==> src/sv/psb_pkg.sv <==
// Shared types and command codes for the preset slot bank.
`timescale 1ns / 1ps

package psb_pkg;

    localparam int VALUE_W    = 16;
    localparam int VALUE_MAX  = 8;
    localparam int SLOT_OUT_W = 4;

    // Command codes carried in the input transfer
    typedef enum logic [2:0] {
        OP_SAVE      = 3'd0,
        OP_LOAD      = 3'd1,
        OP_NEXT      = 3'd2,
        OP_PREV      = 3'd3,
        OP_NEXT_USED = 3'd4,
        OP_PREV_USED = 3'd5,
        OP_SELECT    = 3'd6,
        OP_RANDOM    = 3'd7
    } psb_op_t;

    typedef struct packed {
        psb_op_t                    command;
        logic [SLOT_OUT_W-1:0]      slot_select;
        logic                       coin;
        logic signed [VALUE_W-1:0]  value_0;
        logic signed [VALUE_W-1:0]  value_1;
        logic signed [VALUE_W-1:0]  value_2;
        logic signed [VALUE_W-1:0]  value_3;
        logic signed [VALUE_W-1:0]  value_4;
        logic signed [VALUE_W-1:0]  value_5;
        logic signed [VALUE_W-1:0]  value_6;
        logic signed [VALUE_W-1:0]  value_7;
    } psb_in_t;

    typedef struct packed {
        logic [SLOT_OUT_W-1:0]      current_slot;
        logic                       slot_in_use;
        logic                       loaded;
        logic signed [VALUE_W-1:0]  out_value_0;
        logic signed [VALUE_W-1:0]  out_value_1;
        logic signed [VALUE_W-1:0]  out_value_2;
        logic signed [VALUE_W-1:0]  out_value_3;
        logic signed [VALUE_W-1:0]  out_value_4;
        logic signed [VALUE_W-1:0]  out_value_5;
        logic signed [VALUE_W-1:0]  out_value_6;
        logic signed [VALUE_W-1:0]  out_value_7;
    } psb_out_t;

    // Controller states
    typedef enum logic [2:0] {
        ST_IDLE,
        ST_DECODE,
        ST_SEEK_UP,
        ST_SEEK_DOWN,
        ST_READ,
        ST_FINISH
    } psb_state_t;

    // Controller to datapath commands
    typedef struct packed {
        logic capture;
        logic save;
        logic ptr_inc;
        logic ptr_dec;
        logic ptr_target;
        logic set_load;
        logic mem_read;
        logic out_load;
    } psb_ctrl_t;

    // Datapath to controller status
    typedef struct packed {
        psb_op_t op;
        logic    coin;
        logic    any_used;
        logic    target_differs;
        logic    hit_up;
        logic    hit_down;
        logic    out_free;
    } psb_stat_t;

endpackage

==> src/sv/preset_slot_bank.sv <==
// Top level of the preset slot bank.
`timescale 1ns / 1ps

// Bank of SLOT_COUNT preset slots, each ROW_COUNT signed 16-bit values plus a
// used flag, with a current-slot pointer; one command in, one result out. The
// block takes one command at a time. Save, next, prev and a select that does
// not move go from decode straight to the finish step, which offers the result.
// Load, a select that moves, and a used-slot search with no used slot add a
// registered read of the slot memory. A used-slot search (next used, prev
// used, random) otherwise steps the pointer one slot per cycle, passing over up
// to SLOT_COUNT - 1 unused slots, until a used slot is found, and then reads. A
// result still waiting in the output register holds the next one back until it
// is taken. A new command is taken while the previous result still waits in the
// output register. There is no clearing pass: the used flags reset at once and
// mask unsaved slots to zero.
module preset_slot_bank
    import psb_pkg::*;
#(
    parameter int SLOT_COUNT = 16,
    parameter int ROW_COUNT  = 8
)
(
    input  logic     clk,
    input  logic     rst_n,
    input  logic     in_valid,
    output logic     in_ready,
    input  psb_in_t  in_data,
    output logic     out_valid,
    input  logic     out_ready,
    output psb_out_t out_data
);

    psb_ctrl_t ctrl;
    psb_stat_t stat;

    psb_ctrl u_ctrl (
        .clk      (clk),
        .rst_n    (rst_n),
        .in_valid (in_valid),
        .in_ready (in_ready),
        .stat     (stat),
        .ctrl     (ctrl)
    );

    psb_dpath #(
        .SLOT_COUNT (SLOT_COUNT),
        .ROW_COUNT  (ROW_COUNT)
    ) u_dpath (
        .clk       (clk),
        .rst_n     (rst_n),
        .in_data   (in_data),
        .ctrl      (ctrl),
        .stat      (stat),
        .out_valid (out_valid),
        .out_ready (out_ready),
        .out_data  (out_data)
    );

endmodule

==> src/sv/psb_ctrl.sv <==
// Command sequencer for the preset slot bank.
`timescale 1ns / 1ps

module psb_ctrl
    import psb_pkg::*;
(
    input  logic      clk,
    input  logic      rst_n,
    input  logic      in_valid,
    output logic      in_ready,
    input  psb_stat_t stat,
    output psb_ctrl_t ctrl
);

    psb_state_t state_reg;
    psb_state_t state_next;

    // State register
    always_ff @(posedge clk or negedge rst_n)
    begin
        if (!rst_n)
        begin
            state_reg <= ST_IDLE;
        end
        else
        begin
            state_reg <= state_next;
        end
    end

    // Next state
    always_comb
    begin
        state_next = state_reg;
        unique case (state_reg)
            ST_IDLE:
            begin
                if (in_valid)
                begin
                    state_next = ST_DECODE;
                end
            end
            ST_DECODE:
            begin
                unique case (stat.op)
                    OP_SAVE, OP_NEXT, OP_PREV: state_next = ST_FINISH;
                    OP_LOAD:                   state_next = ST_READ;
                    OP_NEXT_USED:
                        state_next = stat.any_used ? ST_SEEK_UP : ST_READ;
                    OP_PREV_USED:
                        state_next = stat.any_used ? ST_SEEK_DOWN : ST_READ;
                    OP_RANDOM:
                    begin
                        if (!stat.any_used)
                        begin
                            state_next = ST_READ;
                        end
                        else
                        begin
                            state_next = stat.coin ? ST_SEEK_UP : ST_SEEK_DOWN;
                        end
                    end
                    OP_SELECT:
                        state_next = stat.target_differs ? ST_READ : ST_FINISH;
                    default: state_next = ST_FINISH;
                endcase
            end
            ST_SEEK_UP:
            begin
                if (stat.hit_up)
                begin
                    state_next = ST_READ;
                end
            end
            ST_SEEK_DOWN:
            begin
                if (stat.hit_down)
                begin
                    state_next = ST_READ;
                end
            end
            ST_READ:
            begin
                state_next = ST_FINISH;
            end
            ST_FINISH:
            begin
                if (stat.out_free)
                begin
                    state_next = ST_IDLE;
                end
            end
            default: state_next = ST_IDLE;
        endcase
    end

    // Outputs
    always_comb
    begin
        ctrl     = '0;
        in_ready = 1'b0;
        unique case (state_reg)
            ST_IDLE:
            begin
                in_ready     = 1'b1;
                ctrl.capture = in_valid;
            end
            ST_DECODE:
            begin
                unique case (stat.op)
                    OP_SAVE: ctrl.save    = 1'b1;
                    OP_NEXT: ctrl.ptr_inc = 1'b1;
                    OP_PREV: ctrl.ptr_dec = 1'b1;
                    OP_LOAD, OP_NEXT_USED, OP_PREV_USED, OP_RANDOM:
                        ctrl.set_load = 1'b1;
                    OP_SELECT:
                    begin
                        ctrl.ptr_target = stat.target_differs;
                        ctrl.set_load   = stat.target_differs;
                    end
                    default: ctrl.set_load = 1'b0;
                endcase
            end
            ST_SEEK_UP:   ctrl.ptr_inc  = 1'b1;
            ST_SEEK_DOWN: ctrl.ptr_dec  = 1'b1;
            ST_READ:      ctrl.mem_read = 1'b1;
            ST_FINISH:    ctrl.out_load = stat.out_free;
            default:      ctrl.out_load = 1'b0;
        endcase
    end

endmodule

==> src/sv/psb_dpath.sv <==
// Slot memory, used flags, pointer and output register of the preset slot bank.
`timescale 1ns / 1ps

module psb_dpath
    import psb_pkg::*;
#(
    parameter int SLOT_COUNT = 16,
    parameter int ROW_COUNT  = 8
)
(
    input  logic      clk,
    input  logic      rst_n,
    input  psb_in_t   in_data,
    input  psb_ctrl_t ctrl,
    output psb_stat_t stat,
    output logic      out_valid,
    input  logic      out_ready,
    output psb_out_t  out_data
);

    localparam int PTR_W = (SLOT_COUNT > 1) ? $clog2(SLOT_COUNT) : 1;
    localparam logic [PTR_W-1:0] LAST_SLOT = PTR_W'(SLOT_COUNT - 1);

    typedef logic [ROW_COUNT-1:0][VALUE_W-1:0] row_t;

    row_t                  mem [SLOT_COUNT];
    row_t                  rdata_reg;
    psb_in_t               item_reg;
    logic [PTR_W-1:0]      ptr_reg;
    logic [PTR_W-1:0]      ptr_next;
    logic [SLOT_COUNT-1:0] used_reg;
    logic                  any_used_reg;
    logic                  load_reg;
    logic                  out_valid_reg;
    psb_out_t              out_data_reg;

    logic [PTR_W-1:0]      ptr_up;
    logic [PTR_W-1:0]      ptr_down;
    logic [PTR_W-1:0]      target;
    logic signed [VALUE_W-1:0] in_vals  [VALUE_MAX];
    logic signed [VALUE_W-1:0] out_vals [VALUE_MAX];
    row_t                  wdata;
    psb_out_t              result;

    // Neighbor slots with wrap, and the clamped select target
    assign ptr_up   = (ptr_reg == LAST_SLOT) ? '0 : ptr_reg + 1'b1;
    assign ptr_down = (ptr_reg == '0) ? LAST_SLOT : ptr_reg - 1'b1;

    always_comb
    begin
        if (32'(item_reg.slot_select) >= 32'(SLOT_COUNT))
        begin
            target = LAST_SLOT;
        end
        else
        begin
            target = PTR_W'(item_reg.slot_select);
        end
    end

    // Status back to the controller
    assign stat.op             = item_reg.command;
    assign stat.coin           = item_reg.coin;
    assign stat.any_used       = any_used_reg;
    assign stat.target_differs = (target != ptr_reg);
    assign stat.hit_up         = used_reg[ptr_up];
    assign stat.hit_down       = used_reg[ptr_down];
    assign stat.out_free       = !out_valid_reg || out_ready;

    // Input item holding register
    always_ff @(posedge clk)
    begin
        if (ctrl.capture)
        begin
            item_reg <= in_data;
        end
    end

    // Pointer
    always_comb
    begin
        priority if (ctrl.ptr_inc)
        begin
            ptr_next = ptr_up;
        end
        else if (ctrl.ptr_dec)
        begin
            ptr_next = ptr_down;
        end
        else if (ctrl.ptr_target)
        begin
            ptr_next = target;
        end
        else
        begin
            ptr_next = ptr_reg;
        end
    end

    // Control registers: pointer, used flags, load flag
    always_ff @(posedge clk or negedge rst_n)
    begin
        if (!rst_n)
        begin
            ptr_reg      <= '0;
            used_reg     <= '0;
            any_used_reg <= 1'b0;
            load_reg     <= 1'b0;
        end
        else
        begin
            ptr_reg <= ptr_next;
            if (ctrl.save)
            begin
                used_reg[ptr_reg] <= 1'b1;
                any_used_reg      <= 1'b1;
            end
            if (ctrl.capture)
            begin
                load_reg <= 1'b0;
            end
            else if (ctrl.set_load)
            begin
                load_reg <= 1'b1;
            end
        end
    end

    // Row write data from the captured item
    assign in_vals[0] = item_reg.value_0;
    assign in_vals[1] = item_reg.value_1;
    assign in_vals[2] = item_reg.value_2;
    assign in_vals[3] = item_reg.value_3;
    assign in_vals[4] = item_reg.value_4;
    assign in_vals[5] = item_reg.value_5;
    assign in_vals[6] = item_reg.value_6;
    assign in_vals[7] = item_reg.value_7;

    always_comb
    begin
        for (int r = 0; r < ROW_COUNT; r++)
        begin
            wdata[r] = in_vals[r];
        end
    end

    // Slot memory: one row per slot; a slot never saved is masked by its used flag
    always_ff @(posedge clk)
    begin
        if (ctrl.save)
        begin
            mem[ptr_reg] <= wdata;
        end
    end

    always_ff @(posedge clk)
    begin
        if (ctrl.mem_read)
        begin
            rdata_reg <= mem[ptr_reg];
        end
    end

    // Result assembly
    always_comb
    begin
        for (int r = 0; r < VALUE_MAX; r++)
        begin
            out_vals[r] = '0;
            if (r < ROW_COUNT && load_reg && used_reg[ptr_reg])
            begin
                out_vals[r] = rdata_reg[r];
            end
        end
        result.current_slot = SLOT_OUT_W'(ptr_reg);
        result.slot_in_use  = used_reg[ptr_reg];
        result.loaded       = load_reg;
        result.out_value_0  = out_vals[0];
        result.out_value_1  = out_vals[1];
        result.out_value_2  = out_vals[2];
        result.out_value_3  = out_vals[3];
        result.out_value_4  = out_vals[4];
        result.out_value_5  = out_vals[5];
        result.out_value_6  = out_vals[6];
        result.out_value_7  = out_vals[7];
    end

    // Output register
    always_ff @(posedge clk or negedge rst_n)
    begin
        if (!rst_n)
        begin
            out_valid_reg <= 1'b0;
        end
        else if (ctrl.out_load)
        begin
            out_valid_reg <= 1'b1;
        end
        else if (out_ready)
        begin
            out_valid_reg <= 1'b0;
        end
    end

    always_ff @(posedge clk)
    begin
        if (ctrl.out_load)
        begin
            out_data_reg <= result;
        end
    end

    assign out_valid = out_valid_reg;
    assign out_data  = out_data_reg;

endmodule

==> config.mk <==
export PLATFORM = sky130hd
export DESIGN_NAME = preset_slot_bank
export DESIGN_NICKNAME = d
export VERILOG_FILES = /design/src/sv/psb_pkg.sv /design/src/sv/preset_slot_bank.sv /design/src/sv/psb_ctrl.sv /design/src/sv/psb_dpath.sv
export SDC_FILE = /design/constraint.sdc
export NUM_CORES = 2
export LEC_CHECK = 0
export BUFFER_PORTS_ARGS = -buffer_cell sky130_fd_sc_hd__buf_2
export CORE_AREA = 8 8 470 426
export CTS_BUF_LIST = sky130_fd_sc_hd__clkbuf_4 sky130_fd_sc_hd__clkbuf_8
export DETAILED_ROUTE_END_ITERATION = 8
export DIE_AREA = 0 0 478 434
export PLACE_DENSITY = 0.61
export SETUP_SLACK_MARGIN = 0.02
export SLEW_MARGIN = 20
export SYNTH_ARGS = -nofsm -noshare
export SYNTH_HDL_FRONTEND = slang
export SYNTH_SLANG_ARGS = --single-unit
==> constraint.sdc <==
create_clock -name clk -period 25.7 [get_ports clk]
set_clock_uncertainty 0.15 [all_clocks]
set_input_delay 3.855 -clock clk [delete_from_list [all_inputs] [get_ports clk]]
set_output_delay 3.855 -clock clk [all_outputs]
set_load 0.005 [all_outputs]
# Yosys cells after proc, flatten, opt, wreduce, memory -nomap -nowiden
# Memory sizes are Yosys's and may differ from the RTL's. A register that Yosys moved wholly into a read port is not among the register bits.
# Cells that the tools add are included.
# W data, S select, Z words.
[word_totals] regBits=296 latchBits=0 ramBits=2048 mem_bits_ro=0 inputBits=140 output_inout_bits=136 wordCells=110 n_memories=1
[classes] n_addsub=2 multipliers=0 n_div=0 order_cmp=4 n_eq_ne=18 n_shift=0 n_mux=43 n_bitwise=1 reduce_logical=13
[mem_list] name="u_dpath.mem" depth=16 word_bits=128 read_ports=1 rd_clocked_by_memory_dff=1 wr=1 line_no="psb_dpath.sv:26" text="row_t mem [SLOT_COUNT];"
[op_table] op="$pmux W3 S6" count=2
[op_table] op="$mux W1" count=21
[op_table] op="$mux W3" count=7
[op_table] op="$mux W4" count=5
[op_table] op="$eq A3 B3 Y1 const B" count=6
[op_table] op="$or A16 B16 Y16" count=1
[op_table] op="$lt A4 B5 Y1 const B" count=3
[op_table] op="$bmux W1 S4" count=3
[op_table] op="$eq A3 B2 Y1 const B" count=4
[op_table] op="$eq A3 B1 Y1 const B" count=2
[op_table] op="$logic_not A3 Y1" count=2
[op_table] op="$ne A2 B2 Y1 const B" count=3
[op_table] op="$pmux W1 S2" count=3
[op_table] op="$add A4 B1 Y4 const B" count=1
[op_table] op="$demux W1 S4" count=1
[op_table] op="$eq A4 B4 Y1 const B" count=1
[op_table] op="$ge A4 B1 Y1 const B" count=1
[op_table] op="$logic_not A4 Y1" count=1
[op_table] op="$ne A4 B4 Y1" count=1
[op_table] op="$reduce_and A4 Y1" count=1
[op_table] op="$reduce_bool A2 Y1" count=2
[op_table] op="$reduce_or A4 Y1" count=1
[op_table] op="$sub A4 B1 Y4 const B" count=1
[op_table] op="$reduce_bool A3 Y1" count=1
[op_table] op="6 further kinds" count=7

# Longest topological paths before layout
[depth] word_depth=7 depth_mapped=14 depth_no_buf=8

# Modules after synthesis
# From an unflattened synthesis, not the netlist that was laid out.
[unflattened] hier_cells=3611 hier_area_um2=91566.6
[by_module_without_submodules] mod="psb_dpath" instances=1 cells_each=3568 area_per_inst_um2=91253.8 seq_area_each_um2=74026.0
[by_module_without_submodules] mod="psb_ctrl" instances=1 cells_each=43 area_per_inst_um2=312.8 seq_area_each_um2=75.1

# Least setup slack after synthesis
# Ideal clock, no wire load.
[synth_timing] kind="flip-flop to flip-flop" start="register u_ctrl.state_reg[1]" end="register u_ctrl.state_reg[2]" setup_time_ps=122 arrival_ps=10654 t_required_ps=25428 setup_slack_ps=14774 path_stages_with_launch=5 n_path_buf=1 period_less_slack_ps=10926 cell_sequence="dfrtp_1 -> clkbuf_1 -> nor3b_1 -> nor3_1 -> nor3_1"
[synth_via] elab_chain_len=3 word_cells_on_any_way=12 cone_classes="eq/ne (9); mux (1); reduce/logical (2)"
[synth_rtl] item="start: declaration" line_no="psb_ctrl.sv:15" text="psb_state_t state_reg;"
[synth_rtl] item="start signal: assignment" line_no="psb_ctrl.sv:27" text="state_reg <= state_next;"
[synth_rtl] item="$eq A3 B3 Y1 (tied with other cells)" line_no="psb_ctrl.sv:35" text="unique case (state_reg)"
[synth_rtl] item="$ne A2 B1 Y1 (no source line) or $ne A2 B2 Y1 (tied branches)"
[synth_rtl] item="$reduce_and A4 Y1 (no source line)"
# Several ways; a longest one is shown, not always the timed one.
# A chain may end at the register's enable or synchronous reset.

# Worst setup path in the final report
[layout_timing] start="register u_ctrl.state_reg[1]" end="output port in_ready"
[layout_via] elab_chain_len=2
[layout_rtl] item="$logic_not A3 Y1" line_no="psb_ctrl.sv:102" text="unique case (state_reg)"
[layout_rtl] item="$mux W1" line_no="psb_ctrl.sv:102"
[layout_rtl] item="end: declaration" line_no="preset_slot_bank.sv:26" text="output logic in_ready,"
# Every way passes these cells.

==> metrics.md <==
| Metric | Value |
|---|---|
| Status | finished, final reports clean |
| CTS Buf Count | 404 |
| Clock transition at path regs | 0.06 ns |
| Leading area contributor after synthesis | edfxtp_1 |
| Post-CTS Setup Repair Bufs | 0 |
| MaxCap Viol Count | 0 |
| Slew @ Worst Pin | 1.12 ns |
| Startpoint Class | flop |
| Final Setup Violations | 0 |
| Worst slew margin | 0.244 |
| Fill cells | 14.4k |
| Max-slew violations | 0 |
| Worst path bufs/invs | 1 |
| CP Data Required Time | 21.69 ns |
| Slowest stage delay, CP | 0.50 ns |
| Core area | 0.192 mm^2 |
| Die area | 0.207 mm^2 |
| Syn Area/Cell | 25.2 um^2 |
| PortBufs | 275 |
| CTS tree | done |
| Overflow after GRT | 0 |
| Worst Path Arrival | 2.14 ns |
| Die W | 478 um |
| # hold bufs at CTS | 0 |
| Routability Congestion | 0.745 |
| Post-Syn Instances | 3627 |
| Post-synthesis cell type count | 60 |
| Clock Path Buffers | 4 |
| DIE HEIGHT | 434 um |
| Syn-to-layout area delta | 13.3% |
| Post-DP HPWL | 102000 um |
| Largest net degree at the start of global routing | 136 |
| Reg area | 0.0741 mm^2 |
| Syn nets | 3771 |
| WL per Instance | 30.3 um |
| Min Tclk post-route | 6.14 ns |
| Synth top area cells | edfxtp_1 (80%), mux4_2 (16%), and3_1 (0.88%) |
| IO Count | 276 |
| Vias in the first global route | 42.8k |
| Clk_lat worst skew | 1.06 ns |
| WS Path Type | flop to output pin |
| First-pass GRT wire length | 307000 um |
| Vias per cell | 5.79 |
| Num Clock Sinks | 2472 |
| Worst path top cell family by delay | flip-flops |
| DRT antenna net count | 0 |
| Nets@finish | 4347 |
| Pre-CTS WS | 19.20 ns |
| Worst setup margin | 19.56 ns |
| Post-route cell area | 0.104 mm^2 |
| Max VDD drop | 0.0961 mV |
| R2R setup slack | 19.83 ns |
| Via count | 40.9k |
| Antenna violations before repair | 17 |
| Gates resized, CTS repair | 0 |
| Area occupied by multi-input gates | 0.0167 mm^2 |
| RSZ-0062 raised after global routing | false |
| Row count | 153 |
| Crit-path cells | nor3_1 -> buf_2 |
| Ys Warns | 0 |
| Clk root buf | clkbuf_8 |
| CP Capture Type | output pin |
| Max FO, Critical Path | 11 |
| Slowest stage cell, crit path | dfrtp_1 |
| Final WL | 214000 um |
| Max Fclk | 163 MHz |
| Initial core utilization | 0.477 |
| Final Hold Vio Count | 0 |
| DR iter-0 viols | 4261 |
| Yosys top cell area share | 0.802 |
| GRT Total Usage | 0.203 |
| Fin Hold WS | 0.342 ns |
| Fin crit share | 0.239 |
| HP Class | flop to flop |
| Max reg flops | 2048 |
| Post-synth EDFFs | 2446 |
| Setup_tns | 0 ns |
| Post-synthesis register bit count | 2472 |
| CTS H-tree depth | 5 |
| Seq/Total Area, Yosys | 0.810 |
| Mapped cell area | 0.0915 mm^2 |
| Synth cell count leaders | edfxtp_1 (2446), mux4_2 (647), and3_1 (129) |
| Placed cell area | 0.0961 mm^2 |
| Top-count cell post-synth | edfxtp_1 |
| Drt drc | 0 |
| Asr flop ratio synth | 0.0105 |
| Cell leakage power | 33.4 nW |
| Share of layout cells above drive strength 1 | 0.364 |
| Pwr dens | 104 mW/mm^2 |
| Synth Flop Type | edfxtp_1 |
| Router iterations before antenna repair | 7 |
cells by family after synthesis:
| family | count (synthesis) | share of synthesized area |
|---|---|---|
| muxes | 653 | 0.160 |
| DFF | 2472 | 0.810 |
| buffers and inverters | 195 | 0.0100 |
| xor gates and xnor gates | 6 | 0.000656 |
| adders and majority gates | 4 | 0.000547 |
| and+or+nand+nor | 242 | 0.0151 |
| AOI/OAI and AO/OA | 55 | 0.00422 |
path summary, 6_finish.rpt:
check,startpoint,end,depth (start not counted)
setup reg to reg,u_dpath.ptr_reg[0]$_DFFE_PN0P_,u_dpath.rdata_reg[36]$_DFFE_PN_,6
hold / removal,u_dpath.used_reg[12]$_DFFE_PN0P_,u_dpath.used_reg[12]$_DFFE_PN0P_,1
setup / recovery,u_ctrl.state_reg[1]$_DFFE_PN0P_,in_ready,2
hold reg to reg,u_dpath.used_reg[12]$_DFFE_PN0P_,u_dpath.used_reg[12]$_DFFE_PN0P_,1
min in group asynchronous,rst_n,u_dpath.out_valid$_DFFE_PN0P_,1
max in group asynchronous,rst_n,u_dpath.ptr_reg[0]$_DFFE_PN0P_,1
metal layers:
layer	vias up	track usage	share of wire
li1	16900	-	-
met4	6	0.0545	0.021
met1	22100	0.289	0.43
met5	-	0	0.00016
met2	1529	0.329	0.49
met3	361	0.0376	0.061
stage by stage:
step	total power [mW]	utilization	std cells
4_1_cts	11.0	0.540	7047
3_3_place_gp	7.65	0.501	6352
2_1_floorplan	6.95	-	3627
5_1_grt	11.3	0.540	7054
3_5_place_dp	7.69	0.501	6354
6_report	10.8	0.540	7059
placed cells by master (no fill, tap or decap), types with 3 or more instances in the layout:
cell type / n
diode_2: 12
dfrtp_4: 4
and3_1: 129
o211ai_1: 3
nor2_1: 14
clkbuf_8: 409
nand2b_1: 9
bufinv_16: 13
nand3_1: 5
xor2_1: 4
or2_1: 4
buf_4: 65
buf_12: 13
inv_1: 11
ha_1: 4
clkbuf_4: 123
buf_2: 275
dfrtp_1: 22
a21oi_1: 11
nor2_4: 16
nor3_1: 5
a21boi_0: 3
clkinvlp_4: 8
nand2_1: 26
mux2i_1: 3
nand4_1: 3
o21ai_0: 11
mux4_2: 646
o221ai_1: 3
or2_2: 15
edfxtp_1: 2446
clkinv_1: 104
clkinv_2: 36
power by group:
part           switching (mW)  internal (mW)  total [mW]
sequential              0.293           4.90        5.19
clock                    1.49           1.78        3.27
combinational            1.18           1.17        2.36
total                    2.97           7.85        10.8
worst reg2reg max path, delay by kind of cell (launching register included):
| family | cells | cell delay, ns |
|---|---|---|
| buf+inv | 4 | 3.31 |
| mux | 2 | 1.11 |
| flops | 1 | 1.03 |
cell type report:
cell class,instances,share of cell area
clock inverter,161,0.00984
clock buffer,532,0.0632
multi-input combinational,960,0.160
timing repair buffer,353,0.0205
inverter,12,0.000507
tap,2557,0.0308
antenna,12,0.000289
sequential,2472,0.714
Power figures use the tool's default switching activity.
